===== src/design/zmpc_pkg.sv =====
`default_nettype none
package zmpc_pkg;

  localparam int unsigned BoundWidth = 64;

  typedef logic [BoundWidth-1:0] bound_t;

  typedef enum logic [3:0] {
    OP_FALSE   = 4'd0,
    OP_TRUE    = 4'd1,
    OP_ISNULL  = 4'd2,
    OP_NOTNULL = 4'd3,
    OP_EQ      = 4'd4,
    OP_NE      = 4'd5,
    OP_LT      = 4'd6,
    OP_LE      = 4'd7,
    OP_GT      = 4'd8,
    OP_GE      = 4'd9,
    OP_BETW    = 4'd10,
    OP_NBETW   = 4'd11,
    OP_LIKE    = 4'd12,
    OP_NLIKE   = 4'd13
  } op_t;

  typedef enum logic [1:0] {
    V_NONE = 2'd0,
    V_SOME = 2'd1,
    V_ALL  = 2'd2
  } verdict_t;

  localparam logic [1:0] REG_NULL = 2'd0;
  localparam logic [1:0] REG_MINF = 2'd1;
  localparam logic [1:0] REG_PINF = 2'd2;

  localparam bound_t SIGN_BIT = {1'b1, {(BoundWidth-1){1'b0}}};
  localparam bound_t NEG_INF  = 64'hFFF0_0000_0000_0000;
  localparam bound_t POS_INF  = 64'h7FF0_0000_0000_0000;

  // Compare result between two bounds.
  typedef struct packed {
    logic lt;
    logic eq;
  } cmp_t;

  // Per-item control carried from front end.
  typedef struct packed {
    logic     decided;
    verdict_t early;
    op_t      op;
    logic     demote;
  } ctl_t;

  function automatic logic is_nan(input bound_t b);
    return (b[62:52] == 11'h7FF) && (b[51:0] != '0);
  endfunction

  function automatic logic is_zero(input bound_t b);
    return b[62:0] == '0;
  endfunction

  // Signed integer or IEEE double compare of a against b.
  function automatic cmp_t compare(input bound_t a, input bound_t b, input logic fp);
    cmp_t   c;
    logic   mag_lt;
    logic   nan;
    logic   zz;
    mag_lt = a[62:0] < b[62:0];
    nan    = is_nan(a) || is_nan(b);
    zz     = is_zero(a) && is_zero(b);
    if (!fp) begin
      c.lt = $signed(a) < $signed(b);
      c.eq = a == b;
    end else if (nan) begin
      c.lt = 1'b0;
      c.eq = 1'b0;
    end else if (zz) begin
      c.lt = 1'b0;
      c.eq = 1'b1;
    end else begin
      c.eq = a == b;
      priority if (a[63] != b[63]) begin
        c.lt = a[63];
      end else if (a[63]) begin
        c.lt = (b[62:0] < a[62:0]);
      end else begin
        c.lt = mag_lt;
      end
    end
    return c;
  endfunction

endpackage
`default_nettype wire


===== src/design/zmpc_front.sv =====
`default_nettype none
module zmpc_front (
  input  wire logic            clk,
  input  wire logic            en,
  input  wire logic [3:0]      mode,
  input  wire logic            is_float,
  input  wire zmpc_pkg::bound_t col_min,
  input  wire zmpc_pkg::bound_t col_max,
  input  wire zmpc_pkg::bound_t first_min,
  input  wire zmpc_pkg::bound_t first_max,
  input  wire zmpc_pkg::bound_t second_min,
  input  wire zmpc_pkg::bound_t second_max,
  input  wire logic [5:0]      null_flags,
  input  wire logic [4:0]      operand_flags,
  input  wire zmpc_pkg::bound_t null_code,
  input  wire zmpc_pkg::bound_t minus_inf_code,
  input  wire zmpc_pkg::bound_t plus_inf_code,
  output zmpc_pkg::ctl_t       ctl,
  output logic                 fp,
  output zmpc_pkg::bound_t     k0,
  output zmpc_pkg::bound_t     k1,
  output zmpc_pkg::bound_t     k2,
  output zmpc_pkg::bound_t     k3,
  output zmpc_pkg::bound_t     k4,
  output zmpc_pkg::bound_t     k5
);
  import zmpc_pkg::*;

  logic     col_all, a_all, b_all, col_np, a_np, b_np;
  logic     a_pres, b_pres, a_mv, b_mv, comp, betw;
  logic     unk;
  ctl_t     ctl_next;
  op_t      op;

  function automatic bound_t map_lo(input bound_t raw, input bound_t code, input logic f);
    return (f && raw == code) ? NEG_INF : raw;
  endfunction

  function automatic bound_t map_hi(input bound_t raw, input bound_t code, input logic f);
    return (f && raw == code) ? POS_INF : raw;
  endfunction

  always_comb begin
    op      = op_t'(mode);
    col_all = null_flags[0];
    a_all   = null_flags[1];
    b_all   = null_flags[2];
    col_np  = null_flags[3];
    a_np    = null_flags[4];
    b_np    = null_flags[5];
    a_pres  = operand_flags[0];
    b_pres  = operand_flags[1];
    a_mv    = operand_flags[2];
    b_mv    = operand_flags[3];
    comp    = operand_flags[4];
    betw    = (mode == OP_BETW) || (mode == OP_NBETW);
    unk     = (col_min == null_code) || (col_max == null_code) ||
              (first_min == null_code) || (first_max == null_code) ||
              (b_pres && ((second_min == null_code) || (second_max == null_code)));
    ctl_next.op      = op;
    ctl_next.demote  = col_np || a_np || (b_pres && b_np);
    ctl_next.decided = 1'b1;
    ctl_next.early   = V_SOME;
    priority if (mode == OP_FALSE) begin
      ctl_next.early = V_NONE;
    end else if (mode == OP_TRUE) begin
      ctl_next.early = V_ALL;
    end else if (mode == OP_ISNULL || mode == OP_NOTNULL) begin
      if (col_all) begin
        ctl_next.early = (mode == OP_ISNULL) ? V_ALL : V_NONE;
      end else if (!col_np) begin
        ctl_next.early = (mode == OP_ISNULL) ? V_NONE : V_ALL;
      end
    end else if (mode > OP_NLIKE) begin
      ctl_next.early = V_SOME;
    end else if (!a_pres || (betw && !b_pres)) begin
      ctl_next.early = V_SOME;
    end else if (col_all || (!a_mv && (a_all || (b_pres && !b_mv && b_all)))) begin
      ctl_next.early = V_NONE;
    end else if (mode == OP_LIKE || mode == OP_NLIKE || a_mv || (b_pres && b_mv) ||
                 !comp || unk) begin
      ctl_next.early = V_SOME;
    end else begin
      ctl_next.decided = 1'b0;
    end
  end

  always_ff @(posedge clk) begin
    if (en) begin
      ctl <= ctl_next;
      fp  <= is_float;
      k0  <= is_float ? map_lo(col_min, minus_inf_code, 1'b1) : (col_min ^ SIGN_BIT) ^ SIGN_BIT;
      k1  <= map_hi(col_max, plus_inf_code, is_float);
      k2  <= map_lo(first_min, minus_inf_code, is_float);
      k3  <= map_hi(first_max, plus_inf_code, is_float);
      k4  <= map_lo(second_min, minus_inf_code, is_float);
      k5  <= map_hi(second_max, plus_inf_code, is_float);
    end
  end

endmodule
`default_nettype wire


===== src/design/zmpc_cmp.sv =====
`default_nettype none
module zmpc_cmp (
  input  wire logic             clk,
  input  wire logic             en,
  input  wire zmpc_pkg::ctl_t   ctl_in,
  input  wire logic             fp,
  input  wire zmpc_pkg::bound_t k0,
  input  wire zmpc_pkg::bound_t k1,
  input  wire zmpc_pkg::bound_t k2,
  input  wire zmpc_pkg::bound_t k3,
  input  wire zmpc_pkg::bound_t k4,
  input  wire zmpc_pkg::bound_t k5,
  output zmpc_pkg::ctl_t        ctl,
  output zmpc_pkg::cmp_t        c30,
  output zmpc_pkg::cmp_t        c12,
  output zmpc_pkg::cmp_t        c14,
  output zmpc_pkg::cmp_t        c50,
  output zmpc_pkg::cmp_t        c03
);
  import zmpc_pkg::*;

  always_ff @(posedge clk) begin
    if (en) begin
      ctl <= ctl_in;
      c30 <= compare(k3, k0, fp);
      c12 <= compare(k1, k2, fp);
      c14 <= compare(k1, k4, fp);
      c50 <= compare(k5, k0, fp);
      c03 <= compare(k0, k3, fp);
    end
  end

endmodule
`default_nettype wire


===== src/design/zmpc_decide.sv =====
`default_nettype none
module zmpc_decide (
  input  wire logic           clk,
  input  wire logic           en,
  input  wire zmpc_pkg::ctl_t ctl,
  input  wire zmpc_pkg::cmp_t c30,
  input  wire zmpc_pkg::cmp_t c12,
  input  wire zmpc_pkg::cmp_t c14,
  input  wire zmpc_pkg::cmp_t c50,
  input  wire zmpc_pkg::cmp_t c03,
  output zmpc_pkg::verdict_t verdict
);
  import zmpc_pkg::*;

  verdict_t res, verdict_next;
  logic     eqne, le30, le12, le14;

  always_comb begin
    eqne = (ctl.op == OP_EQ) || (ctl.op == OP_NE);
    le30 = c30.lt || c30.eq;
    le12 = c12.lt || c12.eq;
    le14 = c14.lt || c14.eq;
    res  = V_SOME;
    if (ctl.op == OP_BETW || ctl.op == OP_NBETW) begin
      if (le30 && le14) begin
        res = V_ALL;
      end else if (c50.lt || c12.lt) begin
        res = V_NONE;
      end
    end else begin
      if (le30) begin
        if (ctl.op == OP_LT || ctl.op == OP_GE) res = V_NONE;
        if (c30.lt) begin
          if (eqne) res = V_NONE;
          if (ctl.op == OP_GT || ctl.op == OP_LE) res = V_ALL;
        end
      end
      if (le12) begin
        if (ctl.op == OP_GT || ctl.op == OP_LE) res = V_NONE;
        if (c12.lt) begin
          if (eqne) res = V_NONE;
          if (ctl.op == OP_LT || ctl.op == OP_GE) res = V_ALL;
        end
      end
      if (res == V_SOME && eqne && c03.eq && c12.eq) res = V_ALL;
    end
    if (ctl.op == OP_NE || ctl.op == OP_LE || ctl.op == OP_GE || ctl.op == OP_NBETW) begin
      if (res == V_ALL) begin
        res = V_NONE;
      end else if (res == V_NONE) begin
        res = V_ALL;
      end
    end
    if (res == V_ALL && ctl.demote) res = V_SOME;
    verdict_next = ctl.decided ? ctl.early : res;
  end

  always_ff @(posedge clk) begin
    if (en) begin
      verdict <= verdict_next;
    end
  end

endmodule
`default_nettype wire


===== src/design/zone_map_predicate_check.sv =====
`default_nettype none
// Stages: front bound registers, then compare registers, then the verdict register.
// Throughput: one word per cycle unless out_stall holds the pipeline; bound mapping,
// 64-bit compares and the verdict logic each take one pipeline stage.
// Reset: rst clears stage valid bits and loads the three sentinel registers.
module zone_map_predicate_check (
  input  wire logic        clk,
  input  wire logic        rst,
  input  wire logic        in_valid,
  output logic             in_stall,
  input  wire logic [3:0]  mode,
  input  wire logic        is_float,
  input  wire logic [63:0] col_min,
  input  wire logic [63:0] col_max,
  input  wire logic [63:0] first_min,
  input  wire logic [63:0] first_max,
  input  wire logic [63:0] second_min,
  input  wire logic [63:0] second_max,
  input  wire logic [5:0]  null_flags,
  input  wire logic [4:0]  operand_flags,
  output logic             out_valid,
  input  wire logic        out_stall,
  output logic [1:0]       verdict,
  input  wire logic        cfg_valid,
  output logic             cfg_ready,
  input  wire logic [1:0]  cfg_index,
  input  wire logic [63:0] cfg_data
);
  import zmpc_pkg::*;

  bound_t   null_code, minus_inf_code, plus_inf_code;
  logic     v1, v2, v3;
  logic     en1, en2, en3;
  ctl_t     ctl1, ctl2;
  logic     fp1;
  bound_t   k0, k1, k2, k3, k4, k5;
  cmp_t     c30, c12, c14, c50, c03;
  verdict_t vd;

  assign en3      = !v3 || !out_stall;
  assign en2      = !v2 || en3;
  assign en1      = !v1 || en2;
  assign in_stall = !en1;
  assign cfg_ready = 1'b1;
  assign out_valid = v3;
  assign verdict   = vd;

  always_ff @(posedge clk) begin
    if (rst) begin
      null_code      <= SIGN_BIT;
      minus_inf_code <= SIGN_BIT + 64'd1;
      plus_inf_code  <= SIGN_BIT - 64'd1;
    end else if (cfg_valid) begin
      unique case (cfg_index)
        REG_NULL: null_code      <= cfg_data;
        REG_MINF: minus_inf_code <= cfg_data;
        REG_PINF: plus_inf_code  <= cfg_data;
        default: ;
      endcase
    end
  end

  always_ff @(posedge clk) begin
    if (rst) begin
      v1 <= 1'b0;
      v2 <= 1'b0;
      v3 <= 1'b0;
    end else begin
      if (en1) v1 <= in_valid;
      if (en2) v2 <= v1;
      if (en3) v3 <= v2;
    end
  end

  zmpc_front u_front (
    .clk, .en(en1), .mode, .is_float, .col_min, .col_max, .first_min, .first_max,
    .second_min, .second_max, .null_flags, .operand_flags, .null_code,
    .minus_inf_code, .plus_inf_code, .ctl(ctl1), .fp(fp1),
    .k0, .k1, .k2, .k3, .k4, .k5
  );

  zmpc_cmp u_cmp (
    .clk, .en(en2), .ctl_in(ctl1), .fp(fp1), .k0, .k1, .k2, .k3, .k4, .k5,
    .ctl(ctl2), .c30, .c12, .c14, .c50, .c03
  );

  zmpc_decide u_decide (
    .clk, .en(en3), .ctl(ctl2), .c30, .c12, .c14, .c50, .c03, .verdict(vd)
  );

`ifndef SYNTHESIS
  a_out_hold: assert property (@(posedge clk) disable iff (rst)
    out_valid && out_stall |=> out_valid && $stable(verdict))
    else $error("verdict lost under stall");
  a_no_three: assert property (@(posedge clk) disable iff (rst)
    out_valid |-> verdict != 2'd3)
    else $error("illegal verdict");
  a_advance: assert property (@(posedge clk) disable iff (rst)
    v2 && !out_stall |=> v3)
    else $error("stage did not advance");
  a_stall_full: assert property (@(posedge clk) disable iff (rst)
    in_stall |-> v1 && v2 && v3)
    else $error("stall with empty stage");
`endif

endmodule
`default_nettype wire

===== config.mk =====
export PLATFORM = sky130hd
export DESIGN_NAME = zone_map_predicate_check
export DESIGN_NICKNAME = d
export VERILOG_FILES = /design/src/design/zmpc_pkg.sv /design/src/design/zmpc_front.sv /design/src/design/zmpc_cmp.sv /design/src/design/zmpc_decide.sv /design/src/design/zone_map_predicate_check.sv
export SDC_FILE = /design/constraint.sdc
export NUM_CORES = 2
export LEC_CHECK = 0
export BUFFER_PORTS_ARGS = -buffer_cell sky130_fd_sc_hd__buf_2
export CAP_MARGIN = 15
export CORE_ASPECT_RATIO = 0.7
export CORE_MARGIN = 2
export CORE_UTILIZATION = 45
export CTS_BUF_LIST = sky130_fd_sc_hd__clkbuf_16
export CTS_CLUSTER_SIZE = 14
export DETAILED_ROUTE_END_ITERATION = 10
export GPL_TIMING_DRIVEN = 1
export SETUP_SLACK_MARGIN = 0.5
export SLEW_MARGIN = 20
export SYNTH_ARGS = -nofsm -noshare
export SYNTH_HDL_FRONTEND = slang
export SYNTH_SLANG_ARGS = --single-unit

===== constraint.sdc =====
create_clock -name clk -period 12.2 [get_ports clk]
set_input_delay 1.22 -clock clk [delete_from_list [all_inputs] [get_ports clk]]
set_output_delay 1.22 -clock clk [all_outputs]
set_load 0.02 [all_outputs]

Yosys cells after proc, flatten, opt, wreduce, memory -nomap -nowiden
Index checks and enable logic that the tools add are counted.
Storage, ports and cells
  flip-flop bits (word level): 606
  input port bits: 471
Operators by class
  order comparisons: 13
  eq/ne operators: 47
  muxes and demuxes: 55
  reductions and logical operators: 92
Operators by type and width (number)
  64-bit == test: 17
  63-bit less-than comparator: 8
  63-bit logical NOT: 6
  52-bit nonzero test: 6
  64-bit less-than comparator: 4
  64-bit two-way mux: 2
  2-bit two-way mux: 37
  11-bit == test (second input constant): 6
  1-bit logical OR: 35
  4-bit == test (second input constant): 8
  1-bit logical AND: 27
  4-bit by 3-bit == test with 1-bit output (second input constant): 4
  1-bit two-way mux: 16
  1-bit logical NOT: 10
  4-bit by 2-bit == test with 1-bit output (second input constant): 2
  2-bit == test (second input constant): 3
  2-bit AND reduction: 3
  6-bit OR reduction: 1
  2-bit by 1-bit == test with 1-bit output (second input constant): 2
  4-bit by 1-bit == test with 1-bit output (second input constant): 1
  4-bit > comparator (second input constant): 1
  2-bit logical NOT: 2
  4-bit logical NOT: 1
  1-bit != test: 4
  2-bit OR reduction: 1

Longest topological paths before layout
  depth after elaboration: 27
  gate-level depth with buffers: 9
  gate-level depth less buffers: 9

Hierarchy
Synthesis repeated with hierarchy kept, for this count alone.
Unflattened totals
  cell total of the unflattened synthesis: 4675
  area total of the unflattened synthesis: 45277.2 sq um
Modules (own cells, without submodules)
  zmpc_front: instances 1, cells an instance 2040, area each 23284.8 sq um
  zmpc_cmp: instances 1, cells an instance 1812, area each 13753.2 sq um
  zone_map_predicate_check: instances 1, cells an instance 782, area each 7907.6 sq um
  zmpc_decide: instances 1, cells an instance 41, area each 331.6 sq um

Worst setup path before layout
No wires, ideal clock.
  kind: input to output
  start: input port out_stall
  end: output port in_stall
  data arrival time: 11.280 ns
  required time: 10.980 ns
  slack: -0.300 ns
  stages: 3
  buffers on the path: 0
  cell sequence: and3_1 -> nand2_1 -> inv_1
On the way
  cells in the longest elaborated chain, start to end: 5
Ends and longest elaborated chain
  start, declared: RTL line zone_map_predicate_check.sv:22  | input wire logic out_stall,
  1-bit logical NOT: RTL line zone_map_predicate_check.sv:40  | assign en3 = !v3 || !out_stall;
  1-bit logical OR: RTL line zone_map_predicate_check.sv:40
  1-bit logical OR: RTL line zone_map_predicate_check.sv:41  | assign en2 = !v2 || en3;
  1-bit logical OR: RTL line zone_map_predicate_check.sv:42  | assign en1 = !v1 || en2;
  1-bit logical NOT: RTL line zone_map_predicate_check.sv:43  | assign in_stall = !en1;
  end, declared: RTL line zone_map_predicate_check.sv:10  | output logic in_stall,
Every way passes these cells.

Final worst setup path
  start: register u_front.k0[28]
  end: register, netlist name u_cmp.c50[1]
On the way
  cells in the longest elaborated chain, start to end: 6
  elaborated cells between the ends (all ways): 13
  those cells by class: order compare (3); mux (5); reduce/logical (5)
Ends and longest elaborated chain
  start, declared: RTL line zmpc_front.sv:20  | output zmpc_pkg::bound_t k0,
  start signal, assigned: RTL line zmpc_front.sv:92  | k0 <= is_float ? map_lo(col_min, minus_inf_code, 1'b1) : (col_min ^ SIGN_BIT) ^ SIGN_BIT;
  63-bit less-than comparator (on tied branches): RTL line zmpc_pkg.sv:67, zmpc_pkg.sv:84
  1-bit two-way mux: RTL line zmpc_pkg.sv:83  | end else if (a[63]) begin
  1-bit two-way mux: RTL line zmpc_pkg.sv:81  | priority if (a[63] != b[63]) begin
  2-bit two-way mux: RTL line zmpc_pkg.sv:76  | end else if (zz) begin
  2-bit two-way mux: RTL line zmpc_pkg.sv:73  | end else if (nan) begin
  2-bit two-way mux (*): RTL line zmpc_pkg.sv:70  | if (!fp) begin
Mark *: on every way between the ends. The rest lies on a longest branch, timed or not.
A chain may end at the register's enable or synchronous reset.

==> results.sh <==
export IMPL_outcome="finished clean"
export IMPL_place_ws_ps=7310
export IMPL_maxSlewHeadroom_pct=12.1
export IMPL_cts_buffers=67
export IMPL_critPathLaunch="u_front.k0[28]$_DFFE_PN_"
export IMPL_path_class="reg2reg"
export IMPL_grt_first_pass_wirelength_um=302000
export IMPL_core_area_sq_um=88100
export IMPL_dp_hpwl_um=191000
export IMPL_drive_above_1_share_pct=15.4
export IMPL_r2r_slack_ps=7550
export IMPL_crit_path_end_kind="flip-flop"
export IMPL_combPwrFrac_pct=18.2
export IMPL_synth_edf_count=411
export IMPL_seqPwrFrac_pct=43.1
export IMPL_drv_cap=0
export IMPL_drc=0
export IMPL_ys_seq_elements=606
export IMPL_post_route_util_pct=52.3
export IMPL_syn_cell_area_sq_um=40000
export IMPL_fin_tns_setup_ps=0
export IMPL_post_cts_buffers=0
export IMPL_row_count=91
export IMPL_fin_ws_ps=7550
export IMPL_fin_area_sq_um=46100
export IMPL_r2r_end="u_cmp.c50[1]$_DFFE_PP_"
export IMPL_dpl_cell_count=5734
export IMPL_clkLatencyLatePin_ps=700
export IMPL_asyncSetResetFlopFracSynth_pct=0
export IMPL_die_w_um=360
export IMPL_holdCritStartpoint="u_front.ctl[0]$_DFFE_PN_"
export IMPL_grt_antenna_before_repair=35
export IMPL_p_clk_share_pct=38.7
export IMPL_ios=476
export IMPL_report_final_setup_viol=0
export IMPL_fillers=8214
export IMPL_cp_max_fo=4
export IMPL_drtIter0Drc=7559
export IMPL_viasPerCell=6.53
export IMPL_start_kind="flip-flop"
export IMPL_netSwitchingFraction_pct=32.2
export IMPL_switchingPower_mw=1.85
export IMPL_dr_total_vias=38400
export IMPL_p_leak_nw=20.3
export IMPL_synth_distinct_cells=74
export IMPL_dieArea_sq_um=91300
export IMPL_drt_wirelength_per_cell_um=39.9
export IMPL_syn_inst=4206
export IMPL_grt_ovfl_total=0
export IMPL_cts_resized=0
export IMPL_fin_crit_sh_pct=38.1
export IMPL_cts_root_buf="clkbuf_16"
export IMPL_arrival_ps=5020
export IMPL_clkSinkCount=606
export IMPL_syn_nets=4996
export IMPL_grt_start_max_net_pins=108
export IMPL_placed_area_sq_um=43700
export IMPL_whs_ps=420
export IMPL_total_power_mw=5.76
export IMPL_ys_seq_area_share_pct=40.6
export IMPL_ant_nets=0
export IMPL_p_int_mw=3.90
export IMPL_synthToLayoutAreaGrowth_pct=15.3
export IMPL_yosysWarnings=0
export IMPL_final_nets=5431
export IMPL_holdBufCountCts=0
export IMPL_synth_area_per_cell_sq_um=9.51
export IMPL_gp_congestion=1.17
export IMPL_yosys_most_used_dff="edfxtp_1"
export IMPL_cp_required_ps=12570
export IMPL_clockBufferDepth=3
export IMPL_endpoint="u_cmp.c50[1]$_DFFE_PP_"
export IMPL_ir_worst_vdd_v=0.000132
export IMPL_port_buffers=474
export IMPL_period_needed_ps=4650
export IMPL_totalWireLength_um=234000
export IMPL_grt_pass1_vias=33600
export IMPL_htree_levels=3
export IMPL_r2r_start="u_front.k0[28]$_DFFE_PN_"
export IMPL_grt_total_usage_pct=49.8
export IMPL_dieHeight_um=253
export IMPL_holdCritPathClass="reg2reg"
export IMPL_hold_viol=0
export IMPL_final_cells=5879
export IMPL_ff2ff_path_depth=9
export IMPL_max_freq_ghz=0.215
export IMPL_p_per_area_nw_per_um2=125
export IMPL_clk_transition_reported_paths_ps=70
export IMPL_worst_slew_pin_slew_ps=1300
export IMPL_slew_violations=0
export IMPL_cts_tree="yes"
export IMPL_rsz0062_at_grt="false"
export IMPL_fin_skew_ps=39.3
export IMPL_initial_core_util_pct=45.4
export IMPL_first_pass_iters=6
-- cells by family (layout without fill, tap and decap cells) --
family	Yosys count	after routing	share of synthesized area [%]
xor gates and xnor gates	685	685	15.0
and+or+nand+nor	1508	1508	20.5
other	1	23	0.00938
buffers and inverters	535	1024	5.05
adders and majority gates	319	319	9.98
DFF	606	606	40.6
AOI/OAI and AO/OA	552	552	8.87
-- power by group through the flow --
stage	sequential, mW	combinational, mW	clock, mW
CTS	2.46	0.965	2.22
detailed placement	2.50	0.957	0
global route	2.47	1.07	2.29
global placement	2.50	0.956	0
finish	2.48	1.05	2.23
floorplan	2.40	0.489	0
-- registers in the layout, summed over array words and instances (netlist names), 8 cells and up --
signal and cells:
u_front.k4 64, u_front.k2 64, u_front.k3 64, u_front.k0 64
null_code 64, u_front.ctl 8, minus_inf_code 64, u_front.k5 64
plus_inf_code 64, u_cmp.ctl 8, u_front.k1 64
-- routing by layer --
layer | wire length (um) | part of all wire [%] | vias up | GRT usage (%)
met5 | 829 | 0.35 | - | 4.61
met4 | 7130 | 3.0 | 37 | 11.5
met3 | 46800 | 20 | 454 | 34.3
met2 | 82000 | 35 | 3392 | 60.1
met1 | 97600 | 42 | 18800 | 69.6
li1 | - | - | 15700 | -
-- layout by cell type, fill, tap and decap left out, types with 11 or more instances in the layout --
| cell type | synthesis | routed |
|---|---|---|
| xor2_1 | 456 | 456 |
| nand3b_1 | 52 | 52 |
| a221oi_1 | 20 | 20 |
| o21ai_0 | 44 | 43 |
| a211oi_1 | 14 | 14 |
| nor2_1 | 129 | 129 |
| a21oi_1 | 235 | 235 |
| nor3_1 | 24 | 24 |
| nand4_1 | 176 | 176 |
| inv_1 | 369 | 384 |
| o2bb2ai_1 | 11 | 11 |
| edfxtp_1 | 411 | 411 |
| dfxtp_1 | 195 | 195 |
| ha_1 | 319 | 319 |
| nand2_1 | 407 | 406 |
| nor4_1 | 250 | 244 |
| o21a_1 | 12 | 12 |
| nand3_1 | 65 | 65 |
| xnor2_1 | 229 | 229 |
| a31oi_1 | 14 | 13 |
| buf_2 | 7 | 473 |
| a211o_1 | 27 | 27 |
| or2_2 | 66 | 66 |
| o22ai_1 | 40 | 40 |
| buf_4 | 1 | 58 |
| diode_2 | 0 | 22 |
| a21o_1 | 44 | 44 |
| clkbuf_16 | 0 | 75 |
| nor2b_1 | 265 | 265 |
-- area by class of cell --
cell class              count  area, sq um  area share (%)
multi-input cells        3065        21800            47.4
flip-flops and latches    606        16200            35.2
repair buffers            532         2810            6.10
clock buffers              75         1880            4.07
well taps                1162         1450            3.15
inverters                 369         1390            3.00
clock inverters            48          453           0.982
diodes                     22         55.1           0.119
-- worst min-delay path by stage --
stage / slack, ps / to / cells after the start
2_1_floorplan: 400 / u_cmp.ctl[0]$_DFFE_PP_ / 0
3_3_place_gp: 400 / u_cmp.ctl[4]$_DFFE_PP_ / 0
3_5_place_dp: 410 / u_cmp.ctl[1]$_DFFE_PP_ / 0
4_1_cts: 420 / u_cmp.ctl[3]$_DFFE_PP_ / 0
5_1_grt: 430 / u_cmp.ctl[3]$_DFFE_PP_ / 0
6_report: 420 / u_cmp.ctl[0]$_DFFE_PP_ / 0
-- synthesized netlist by cell type (52+ instances only) --
library cell  instances  share of area (%)
xnor2_1             229                5.0
or2_2                66                1.0
nor2b_1             265                4.1
inv_1               369                3.5
edfxtp_1            411                 31
nand2_1             407                3.8
nand3_1              65               0.81
nand4_1             176                2.8
nor2_1              129                1.2
ha_1                319                 10
a21oi_1             235                2.9
nand3b_1             52               0.98
clkbuf_1            145                1.4
xor2_1              456                 10
dfxtp_1             195                9.8
nor4_1              250                3.9
-- critical path: stages, from the launching register on --
cell and delay, ps:
edfxtp_1 430, inv_1 150, ha_1 330, nand4_1 230, nor4_2 680, nand4_1 800
a21oi_1 1130, o31ai_1 200, nand3_1 160, nand4_1 210
Power figures use the tool's default switching activity.
